==> src/hdl/ilid_pkg.sv <==
// Shared types and constants for the indexed list block.
`default_nettype none

package ilid_pkg;

    localparam int CAPACITY_DEF = 256;
    localparam int DATA_W       = 32;
    localparam int INDEX_W      = 10;
    localparam int GROUP_SIZE   = 16;

    typedef enum logic [1:0] {
        OP_READ   = 2'd0,
        OP_INSERT = 2'd1,
        OP_APPEND = 2'd2,
        OP_DELETE = 2'd3
    } op_t;

    typedef enum logic [1:0] {
        STAT_DONE  = 2'd0,
        STAT_RANGE = 2'd1,
        STAT_FULL  = 2'd2
    } status_t;

    typedef enum logic [1:0] {
        S_IDLE,
        S_GATHER,
        S_SEND
    } state_t;

    // Broadcast to every cell of the chain.
    typedef struct packed {
        logic do_ins;
        logic do_del;
    } cell_ctl_t;

endpackage

`default_nettype wire

==> src/hdl/ilid_cell.sv <==
// One list position: holds a value and shifts with its neighbors.
`default_nettype none

module ilid_cell #(
    parameter int CMP_W = 9,
    parameter int INDEX = 0
) (
    input  wire logic                           aclk,
    input  wire ilid_pkg::cell_ctl_t            ctl,
    input  wire logic [CMP_W-1:0]               pos,
    input  wire logic [ilid_pkg::DATA_W-1:0]    ins_value,
    input  wire logic [ilid_pkg::DATA_W-1:0]    left_value,
    input  wire logic [ilid_pkg::DATA_W-1:0]    right_value,
    output logic      [ilid_pkg::DATA_W-1:0]    value_out,
    output logic      [ilid_pkg::DATA_W-1:0]    match_value
);

    localparam logic [CMP_W-1:0] MY_IDX = CMP_W'(INDEX);

    logic [ilid_pkg::DATA_W-1:0] value_reg;
    logic [ilid_pkg::DATA_W-1:0] value_next;

    always_comb begin
        value_next = value_reg;
        if (ctl.do_ins) begin
            if (MY_IDX > pos) begin
                value_next = left_value;
            end else if (MY_IDX == pos) begin
                value_next = ins_value;
            end
        end else if (ctl.do_del) begin
            if (MY_IDX >= pos) begin
                value_next = right_value;
            end
        end
    end

    always_ff @(posedge aclk) begin
        value_reg <= value_next;
    end

    assign value_out   = value_reg;
    // Only the addressed cell puts its value on the OR tree.
    assign match_value = (MY_IDX == pos) ? value_reg : '0;

endmodule

`default_nettype wire

==> config.mk <==
export PLATFORM = sky130hd
export DESIGN_NAME = ilid_cell
export DESIGN_NICKNAME = d
export VERILOG_FILES = /design/src/hdl/ilid_pkg.sv /design/src/hdl/ilid_cell.sv
export SDC_FILE = /design/constraint.sdc
export NUM_CORES = 1
export LEC_CHECK = 0
export ABC_AREA = 1
export ABC_CLOCK_PERIOD_IN_PS = 4750
export CORE_MARGIN = 2
export CORE_UTILIZATION = 23
export DETAILED_ROUTE_END_ITERATION = 10
export DONT_BUFFER_PORTS = 1
export PLACE_DENSITY = 0.34
export SYNTH_ARGS = -nofsm -noshare
export SYNTH_HDL_FRONTEND = slang
export SYNTH_SLANG_ARGS = --single-unit
export TNS_END_PERCENT = 20
==> constraint.sdc <==
create_clock -name aclk -period 4.75 [get_ports aclk]
set_input_delay 0.2375 -clock aclk [delete_from_list [all_inputs] [get_ports aclk]]
set_output_delay 0.2375 -clock aclk [all_outputs]
set_load 0.03 [all_outputs]
==> reports/metrics.yaml, run 1 <==
cts_buffers: 5
wl_per_cell_um: 17.66
synth_common_cells: "33 x inv_1, 32 x edfxtp_1, 30 x nor3_2"
worst_slack_ns: 2.266
regArea_um2: 960.9
fin_tns_setup_ns: 0
dp_slack_ns: 2.221
post_cts_buffers: 0
grt_max_degree: 34
cts.clk_slew.worst_paths_ns: 0.07
period_needed_ns: 2.484
ys_seq_elements: 32
crit_slowest_cell: "nor3_1"
io_buffers: 0
drt_iter0_markers: 38
finalSetupViolCount: 0
start_util_pct: 23.60
core-area_um2: 8678
die_area_um2: 9676
syn-mean-instance-area_um2: 13.93
syn_inst: 147
syn_nets: 255
fin_util_pct: 24.57
drv_cap: 0
final_nets: 253
grt_pass1_vias: 1217
cts_tree: "done"
yosysWarningCount: 0
area_growth_pct: 4.093
synthDistinctLibCells: 12
cp.arrival_ns: 2.25
synth_top_area_cell: "edfxtp_1"
synth_edf_count: 32
multi_input_comb_area_um2: 824.5
cts_root_buffer: "clkbuf_8"
synthFlopType: "edfxtp_1"
htreeDepth: 2
clockBufferDepth: 2
largest_reg_flops: 32
die_w_um: 98.37
cp.required_ns: 4.51
hold_viol: 0
synth_top_cell_area_share_pct: 46.92
worstMarginPinSlew_ns: 1.028
synth_area_um2: 2048
fin_area_um2: 2132
routed_wl_um: 4485
grt_use_total_pct: 8.930
status: "complete, no violations"
whs_ns: 0.1697
path_buf_inv: 0
rows: 34
grt_overflow: 0
place_congestion: 0.7053
synth.most_common_cell: "inv_1"
cts_resized: 0
power_density_nw_per_um2: 263.2
place_hpwl_um: 3260
irDropWorstVdd_mv: 0.08880
crit_fanout: 33
cts_sinks: 32
relSlewSlack_pct: 31.49
grt_first_pass_wirelength_um: 6630
cp-start-kind: "input port"
rsz0062_at_grt: "false"
hp-class: "in -> reg"
ys_seq_area_share_pct: 46.92
fmax_mhz: 402.7
ant_nets: 0
max_stage_delay_ns: 1.07
nFillCells: 940
drv_slew: 0
cpLargestDelayFamily: "simple AND/OR/NAND/NOR gates"
yosys-top-cells-area: "edfxtp_1 47%, mux2_4 21%, nor3_2 15%"
crit_type: "in -> out"
via_count: 1088
path_cells: "nor2_1, nand3_2, nor3_1"
die_h_um: 98.37
crit_path_end_kind: "output port"
drc_errors: 0
hold_buffers: 0
vias_per_cell: 4.283
async_flop_share_pct: 0
diodes: 0
timing.final.crit_share_pct: 52.28
antenna_found_initial: 0
first_pass_iters: 4
ios: 172
dpl_cell_area_um2: 2052
final_layout_size_suffix_gt1_share_pct: 48.63
p_leak_nw: 0.7928
[cells in the final DEF (no fill, tap or decap), drive strengths merged]
cell type	instances
edfxtp	32
nor2	5
buf	1
clkbuf	7
clkinv	1
nor3	33
nand3	1
inv	33
mux2	32
nand2	1
[final timing paths]
path | start | to | slack (ns) | cells after the start
worst max-delay path | pos[6] | match_value[0] | 2.27 | 3
worst min-delay path | ins_value[3] | value_out[3]$_DFFE_PP_ | 0.17 | 1
[kinds of logic (layout without fill, tap and decap cells)]
kind of cell,after synthesis,count (layout),share of synthesized area (%)
buf+inv,43,42,13.07
simple gates,40,40,17.10
mux,32,32,22.91
flops,32,32,46.92
[power breakdown]
group	switching, mW	internal [mW]	leakage, nW
combinational	0.0147	0.0321	0.465
sequential	0.00119	0.313	0.288
clock	0.0980	0.102	0.0399
total	0.114	0.447	0.793
[final cells by class]
type | count | area share [%]
flip-flops and latches | 32 | 45.07
multi-input cells | 72 | 38.67
well taps | 108 | 6.338
inverters | 33 | 5.810
clock buffers | 7 | 3.580
repair buffers | 1 | 0.3521
clock inverters | 1 | 0.1761
[metrics by stage]
| step | power [mW] | instances |
|---|---|---|
| 5_1_grt | 0.5863 | 254 |
| 3_5_place_dp | 0.3681 | 246 |
| 6_report | 0.5612 | 254 |
| 3_3_place_gp | 0.3660 | 246 |
| 4_1_cts | 0.5753 | 254 |
| 2_1_floorplan | 0.3772 | 147 |
[layer usage]
| metal | track usage, % | vias up | wire length (um) |
|---|---|---|---|
| li1 | - | 491 | - |
| met1 | 8.954 | 516 | 1626 |
| met2 | 16.12 | 77 | 2342 |
| met3 | 4.009 | 4 | 464 |
| met4 | 3.477 | 0 | 51 |
| met5 | 0 | - | 0 |
No activity file was read; power rests on OpenSTA's default activity.
==> run 2: changes to the inputs <==
--- a/config.mk
+++ b/config.mk
@@ -6,12 +6,12 @@
 export NUM_CORES = 1
 export LEC_CHECK = 0
 export ABC_AREA = 1
-export ABC_CLOCK_PERIOD_IN_PS = 4750
+export ABC_CLOCK_PERIOD_IN_PS = 2200
 export CORE_MARGIN = 2
 export CORE_UTILIZATION = 23
 export DETAILED_ROUTE_END_ITERATION = 10
 export DONT_BUFFER_PORTS = 1
-export PLACE_DENSITY = 0.34
+export PLACE_DENSITY = 0.35
 export SYNTH_ARGS = -nofsm -noshare
 export SYNTH_HDL_FRONTEND = slang
 export SYNTH_SLANG_ARGS = --single-unit
==> constraint.sdc (replaced) <==
create_clock -name aclk -period 2.2 [get_ports aclk]
set_input_delay 0.11 -clock aclk [delete_from_list [all_inputs] [get_ports aclk]]
set_output_delay 0.11 -clock aclk [all_outputs]
set_load 0.03 [all_outputs]
==> run 2 against run 1 <==
Net effect: total power rose by 120%; worst hold slack got worse by 0.13 ns; core utilization rose by 3.2 points; cell count rose by 14%; first-iteration DRC count fell by 13%; largest power group unchanged.
==> reports/metrics.yaml, run 2 (synthesis results as in run 1) <==
power_density_nw_per_um2: 505.8  # was 263.2 nW/um2
post_cts_buffers: 0  # unchanged
drv_slew: 0  # unchanged
final_nets: 289  # was 253
ant_nets: 0  # unchanged
largest_reg_flops: 32  # unchanged
dpl_cell_area_um2: 2328  # was 2052 um2
via_count: 1187  # was 1088
rsz0062_at_grt: "false"  # unchanged
grt_first_pass_wirelength_um: 7169  # was 6630 um
htreeDepth: 2  # unchanged
grt_use_total_pct: 9.598  # was 8.930%
dp_slack_ns: 0.7281  # was 2.221 ns
worst_slack_ns: 0.7874  # was 2.266 ns
drt_iter0_markers: 33  # was 38
dr_wl_met2_um: 2451  # was 2342 um
status: "complete, no violations"  # unchanged
final_layout_size_suffix_gt1_share_pct: 59.89  # was 48.63%
drv_cap: 0  # unchanged
irDropWorstVdd_mv: 0.2039  # was 0.08880 mV
path_cells: "inv_1, nor3_1, buf_4"  # was nor2_1, nand3_2, nor3_1
regArea_um2: 960.9  # unchanged
cp.required_ns: 2.09  # was 4.51 ns
period_needed_ns: 1.413
hold_buffers: 0  # unchanged
fin_tns_setup_ns: 0  # unchanged
cp-start-kind: "flip-flop"  # was input port
drc_errors: 0  # unchanged
p_leak_nw: 0.9941  # was 0.7928 nW
area_growth_pct: 17.72  # was 4.093%
cts_buffers: 5  # unchanged
final_cell_mix: "37 x buf_4, 33 x inv_1, 32 x edfxtp_1"  # was 33 x inv_1, 32 x edfxtp_1, 31 x nor3_2
fin_area_um2: 2411  # was 2132 um2
place_hpwl_um: 3602  # was 3260 um
grt_max_degree: 34  # unchanged
grt_overflow: 0  # unchanged
crit_type: "reg -> out"  # was in -> out
cts_resized: 0  # unchanged
hp-class: "in -> reg"  # unchanged
nFillCells: 920  # was 940
vias_per_cell: 4.093  # was 4.283
antenna_found_initial: 0  # unchanged
cts_root_buffer: "clkbuf_8"  # unchanged
fmax_mhz: 707.9
ios: 172  # unchanged
die_h_um: 98.37  # unchanged
fin_cells: 290  # was 254
crit_slowest_cell: "edfxtp_1"  # was nor3_1
wl_per_cell_um: 16.24  # was 17.66 um
io_buffers: 0  # unchanged
routed_wl_um: 4710  # was 4485 um
wl_met3_um: 395  # was 464 um
worstMarginPinSlew_ns: 0.4337  # was 1.028 ns
diodes: 0  # unchanged
timing.final.crit_share_pct: 64.21
die_area_um2: 9676  # unchanged
first_pass_iters: 4  # unchanged
relSlewSlack_pct: 70.98  # was 31.49%
crit_path_end_kind: "output port"  # unchanged
topRoutingLayerUsed: "met4"  # unchanged
max_stage_delay_ns: 0.53  # was 1.07 ns
cts.clk_slew.worst_paths_ns: 0.07  # about the same
cp.arrival_ns: 1.30  # was 2.25 ns
post-place-cells: 282  # was 246
grt_pass1_vias: 1320  # was 1217
place_congestion: 0.7241  # was 0.7053
drt-met1-wl_um: 1759  # was 1626 um
multi_input_comb_area_um2: 830.8  # was 824.5 um2
final_common_cell: "buf_4"  # was inv_1
finalSetupViolCount: 0  # unchanged
crit_fanout: 2  # was 33
die_w_um: 98.37  # unchanged
cts_tree: "done"  # unchanged
start_util_pct: 23.60  # unchanged
clockBufferDepth: 2  # unchanged
cts_sinks: 32  # unchanged
core-area_um2: 8678  # unchanged
rows: 34  # unchanged
fin_util_pct: 27.78  # was 24.57%
hold_viol: 0  # unchanged
-- run 2: cell types whose count changed in the layout (fill, tap and decap cells not counted), sizes merged --
| cell | previous run | this run |
|---|---|---|
| buf | 1 | 37 |
| clkbuf | 7 | 5 |
| clkinv | 1 | 3 |
-- run 2: power breakdown --
group,switching (mW),internal [mW]
combinational,0.0322,0.0713
sequential,0.00256,0.676
clock,0.223,0.215
total,0.257,0.962
-- run 2: worst paths after layout --
check	to	from	slack (ns)	cells after the start
setup / recovery	match_value[0]	value_out[0]$_DFFE_PP_	0.79	3
hold / removal	value_out[6]$_DFFE_PP_	ins_value[6]	0.04	1
-- run 2: final cells by class --
type	instances	area share [%]
flip-flops and latches	32	39.85
multi-input cells	72	34.46
repair buffers	37	11.52
well taps	108	5.605
inverters	33	5.138
clock buffers	5	2.854
clock inverters	3	0.5708
-- run 2: through the flow --
| step | hold WS, ns | power, mW |
|---|---|---|
| final | 0.04049 | 1.219 |
| after detailed placement | 0.3295 | 0.7976 |
| after global placement | 0.3283 | 0.7940 |
| after global routing | 0.02047 | 1.281 |
| after floorplan | 0.3275 | 0.8146 |
| after CTS | 0.02625 | 1.252 |
-- run 2: layer usage --
| metal | GRT usage (%) | vias to the layer above |
|---|---|---|
| li1 | - | 564 |
| met1 | 10.76 | 543 |
| met2 | 16.59 | 73 |
| met3 | 3.364 | 7 |
| met4 | 3.899 | 0 |
| met5 | 0 | - |
-- run 2: critical path: cells and delay by family, from the launching register on --
kind | cells | cell delay (ns)
simple gates | 1 | 0.21
flops | 1 | 0.53
buf+inv | 2 | 0.28
==> run 3: changes to the inputs <==
--- a/config.mk
+++ b/config.mk
@@ -6,7 +6,7 @@
 export NUM_CORES = 1
 export LEC_CHECK = 0
 export ABC_AREA = 1
-export ABC_CLOCK_PERIOD_IN_PS = 2200
+export ABC_CLOCK_PERIOD_IN_PS = 1200
 export CORE_MARGIN = 2
 export CORE_UTILIZATION = 23
 export DETAILED_ROUTE_END_ITERATION = 10
==> constraint.sdc (replaced) <==
create_clock -name aclk -period 1.2 [get_ports aclk]
set_input_delay 0.06 -clock aclk [delete_from_list [all_inputs] [get_ports aclk]]
set_output_delay 0.06 -clock aclk [all_outputs]
set_load 0.03 [all_outputs]
==> run 3 against run 2 <==
Net effect: die area is the same; sequential power grew 83%; sequential cell count did not move; worst hold slack lost 0.031 ns; cell count rose by 33%; first-iteration DRC count shrank 18%; via count is 33% higher; sequential share of layout area is 11 points lower; non-clock buffer count up 95; clock-buffer cell count rose by 2; critical endpoint unchanged; largest power group unchanged.
==> reports/metrics.yaml, run 3 (synthesis results as in run 1) <==
grt_pass1_vias: 1745  # was 1320
drc_errors: 0  # unchanged
drv_cap: 0  # unchanged
largest_reg_flops: 32  # unchanged
grt_use_total_pct: 11.16  # was 9.598%
die_area_um2: 9676  # unchanged
wl_per_cell_um: 14.50  # was 16.24 um
ant_nets: 0  # unchanged
core-area_um2: 8678  # unchanged
place_hpwl_um: 3660  # was 3602 um
ios: 172  # unchanged
crit_type: "reg -> out"  # unchanged
final_layout_size_suffix_gt1_share_pct: 51.26  # was 59.89%
clockBufferDepth: 2  # unchanged
cts_tree: "done"  # unchanged
io_buffers: 0  # unchanged
drv_slew: 0  # unchanged
first_pass_iters: 3  # was 4
cts_buffers: 5  # unchanged
fmax_mhz: 888.2
rsz0062_at_grt: "false"  # unchanged
hold_buffers: 62  # was 0
grt_overflow: 0  # unchanged
topRoutingLayerUsed: "met4"  # unchanged
cts_root_buffer: "clkbuf_8"  # unchanged
power_density_nw_per_um2: 731.3  # was 505.8 nW/um2
place_congestion: 0.7474  # was 0.7241
final_cell_mix: "69 x buf_4, 62 x dlygate4sd3_1, 33 x inv_1"  # was 37 x buf_4, 33 x inv_1, 32 x edfxtp_1
min_from: "ctl[1]"  # was ins_value[6]
irDropWorstVdd_mv: 0.2874  # was 0.2039 mV
cp.arrival_ns: 1.07  # was 1.30 ns
timing.final.crit_share_pct: 93.83
whs_ns: 0.009637  # was 0.04049 ns
nFillCells: 854  # was 920
period_needed_ns: 1.126
wl_met3_um: 390  # was 395 um
p_leak_nw: 1.408  # was 0.9941 nW
hp-class: "in -> reg"  # unchanged
area_growth_pct: 61.21  # was 17.72%
relSlewSlack_pct: 76.97  # was 70.98%
worstMarginPinSlew_ns: 0.3442  # was 0.4337 ns
final_common_cell: "buf_4"  # unchanged
crit_path_end_kind: "output port"  # unchanged
rows: 34  # unchanged
start_util_pct: 23.60  # unchanged
post-place-cells: 314  # was 282
die_h_um: 98.37  # unchanged
routed_wl_um: 5582  # was 4710 um
drt-met1-wl_um: 2029  # was 1759 um
min_to: "value_out[3]$_DFFE_PP_"  # was value_out[6]$_DFFE_PP_
grt_max_degree: 33  # was 34
cts_sinks: 32  # unchanged
final_nets: 384  # was 289
drt_iter0_markers: 27  # was 33
die_w_um: 98.37  # unchanged
dpl_cell_area_um2: 2589  # was 2328 um2
diodes: 0  # unchanged
cp.required_ns: 1.14  # was 2.09 ns
antenna_found_initial: 0  # unchanged
vias_per_cell: 4.104  # was 4.093
finalSetupViolCount: 0  # unchanged
via_count: 1580  # was 1187
grt_first_pass_wirelength_um: 8314  # was 7169 um
hold_depth: 1  # unchanged
hold_viol: 0  # unchanged
status: "complete, no violations"  # unchanged
dr_wl_met2_um: 3082  # was 2451 um
crit_fanout: 2  # unchanged
fin_cells: 385  # was 290
fin_tns_setup_ns: 0  # unchanged
cts.clk_slew.worst_paths_ns: 0.06  # was 0.07 ns
fin_area_um2: 3302  # was 2411 um2
finalPower_mw: 2.415  # was 1.219 mW
htreeDepth: 2  # unchanged
cp-start-kind: "flip-flop"  # unchanged
[run 3: cell count changes in the layout (fill, tap and decap cells not counted), moves of 2 or more]
cell           previous run  this run
dlygate4sd3_1             0        62
clkinv_2                  2         0
buf_4                    37        69
clkbuf_1                  0         2
[run 3: metal layers]
metal / up-vias / track usage (%)
met5: - / 0
met4: 0 / 4.110
met3: 9 / 3.078
met2: 81 / 21.19
met1: 737 / 11.60
li1: 753 / -
[run 3: timing repair]
| action | CTS | global route |
|---|---|---|
| hold endpoints to repair | 30 | 6 |
| setup buffers | 0 | 1 |
| endpoints found under the setup margin | 0 | 2 |
| resized for setup | 0 | 1 |
[run 3: through the flow]
stage	setup slack, ns	util, %
floorplan	-0.3829	-
global placement	0.1479	29.83
detailed placement	0.1405	29.83
CTS	0.005311	37.90
global route	0.003957	38.05
finish	0.07408	38.05
[run 3: worst max-delay path, cell delays in order, from the launching register on]
cell,delay (ns)
edfxtp_1,0.36
inv_1,0.04
nor3_1,0.19
buf_4,0.19
[run 3: final cells by class]
type | count | area [um2] | area share (%)
sequential | 32 | 960.9 | 29.10
clock inverter | 1 | 3.754 | 0.1137
tap | 108 | 135.1 | 4.092
inverter | 33 | 123.9 | 3.751
clock buffer | 7 | 76.32 | 2.311
multi-input combinational | 72 | 843.3 | 25.54
timing repair buffer | 132 | 1159 | 35.09
[run 3: where the power goes]
| group | switching (mW) | internal (mW) | leakage (nW) | total (mW) |
|---|---|---|---|---|
| clock | 0.398 | 0.404 | 0.0399 | 0.802 |
| sequential | 0.000920 | 1.24 | 0.288 | 1.24 |
| combinational | 0.104 | 0.269 | 1.08 | 0.373 |
[run 3: worst max-delay path by stage]
| stage | from | end |
|---|---|---|
| after global routing | value_out[0]$_DFFE_PP_ | match_value[0] |
| after detailed placement | pos[3] | value_out[5]$_DFFE_PP_ |
| after CTS | value_out[31]$_DFFE_PP_ | match_value[31] |
| after global placement | pos[0] | value_out[2]$_DFFE_PP_ |
| final | value_out[0]$_DFFE_PP_ | match_value[0] |
| after floorplan | ctl[1] | value_out[0]$_DFFE_PP_ |
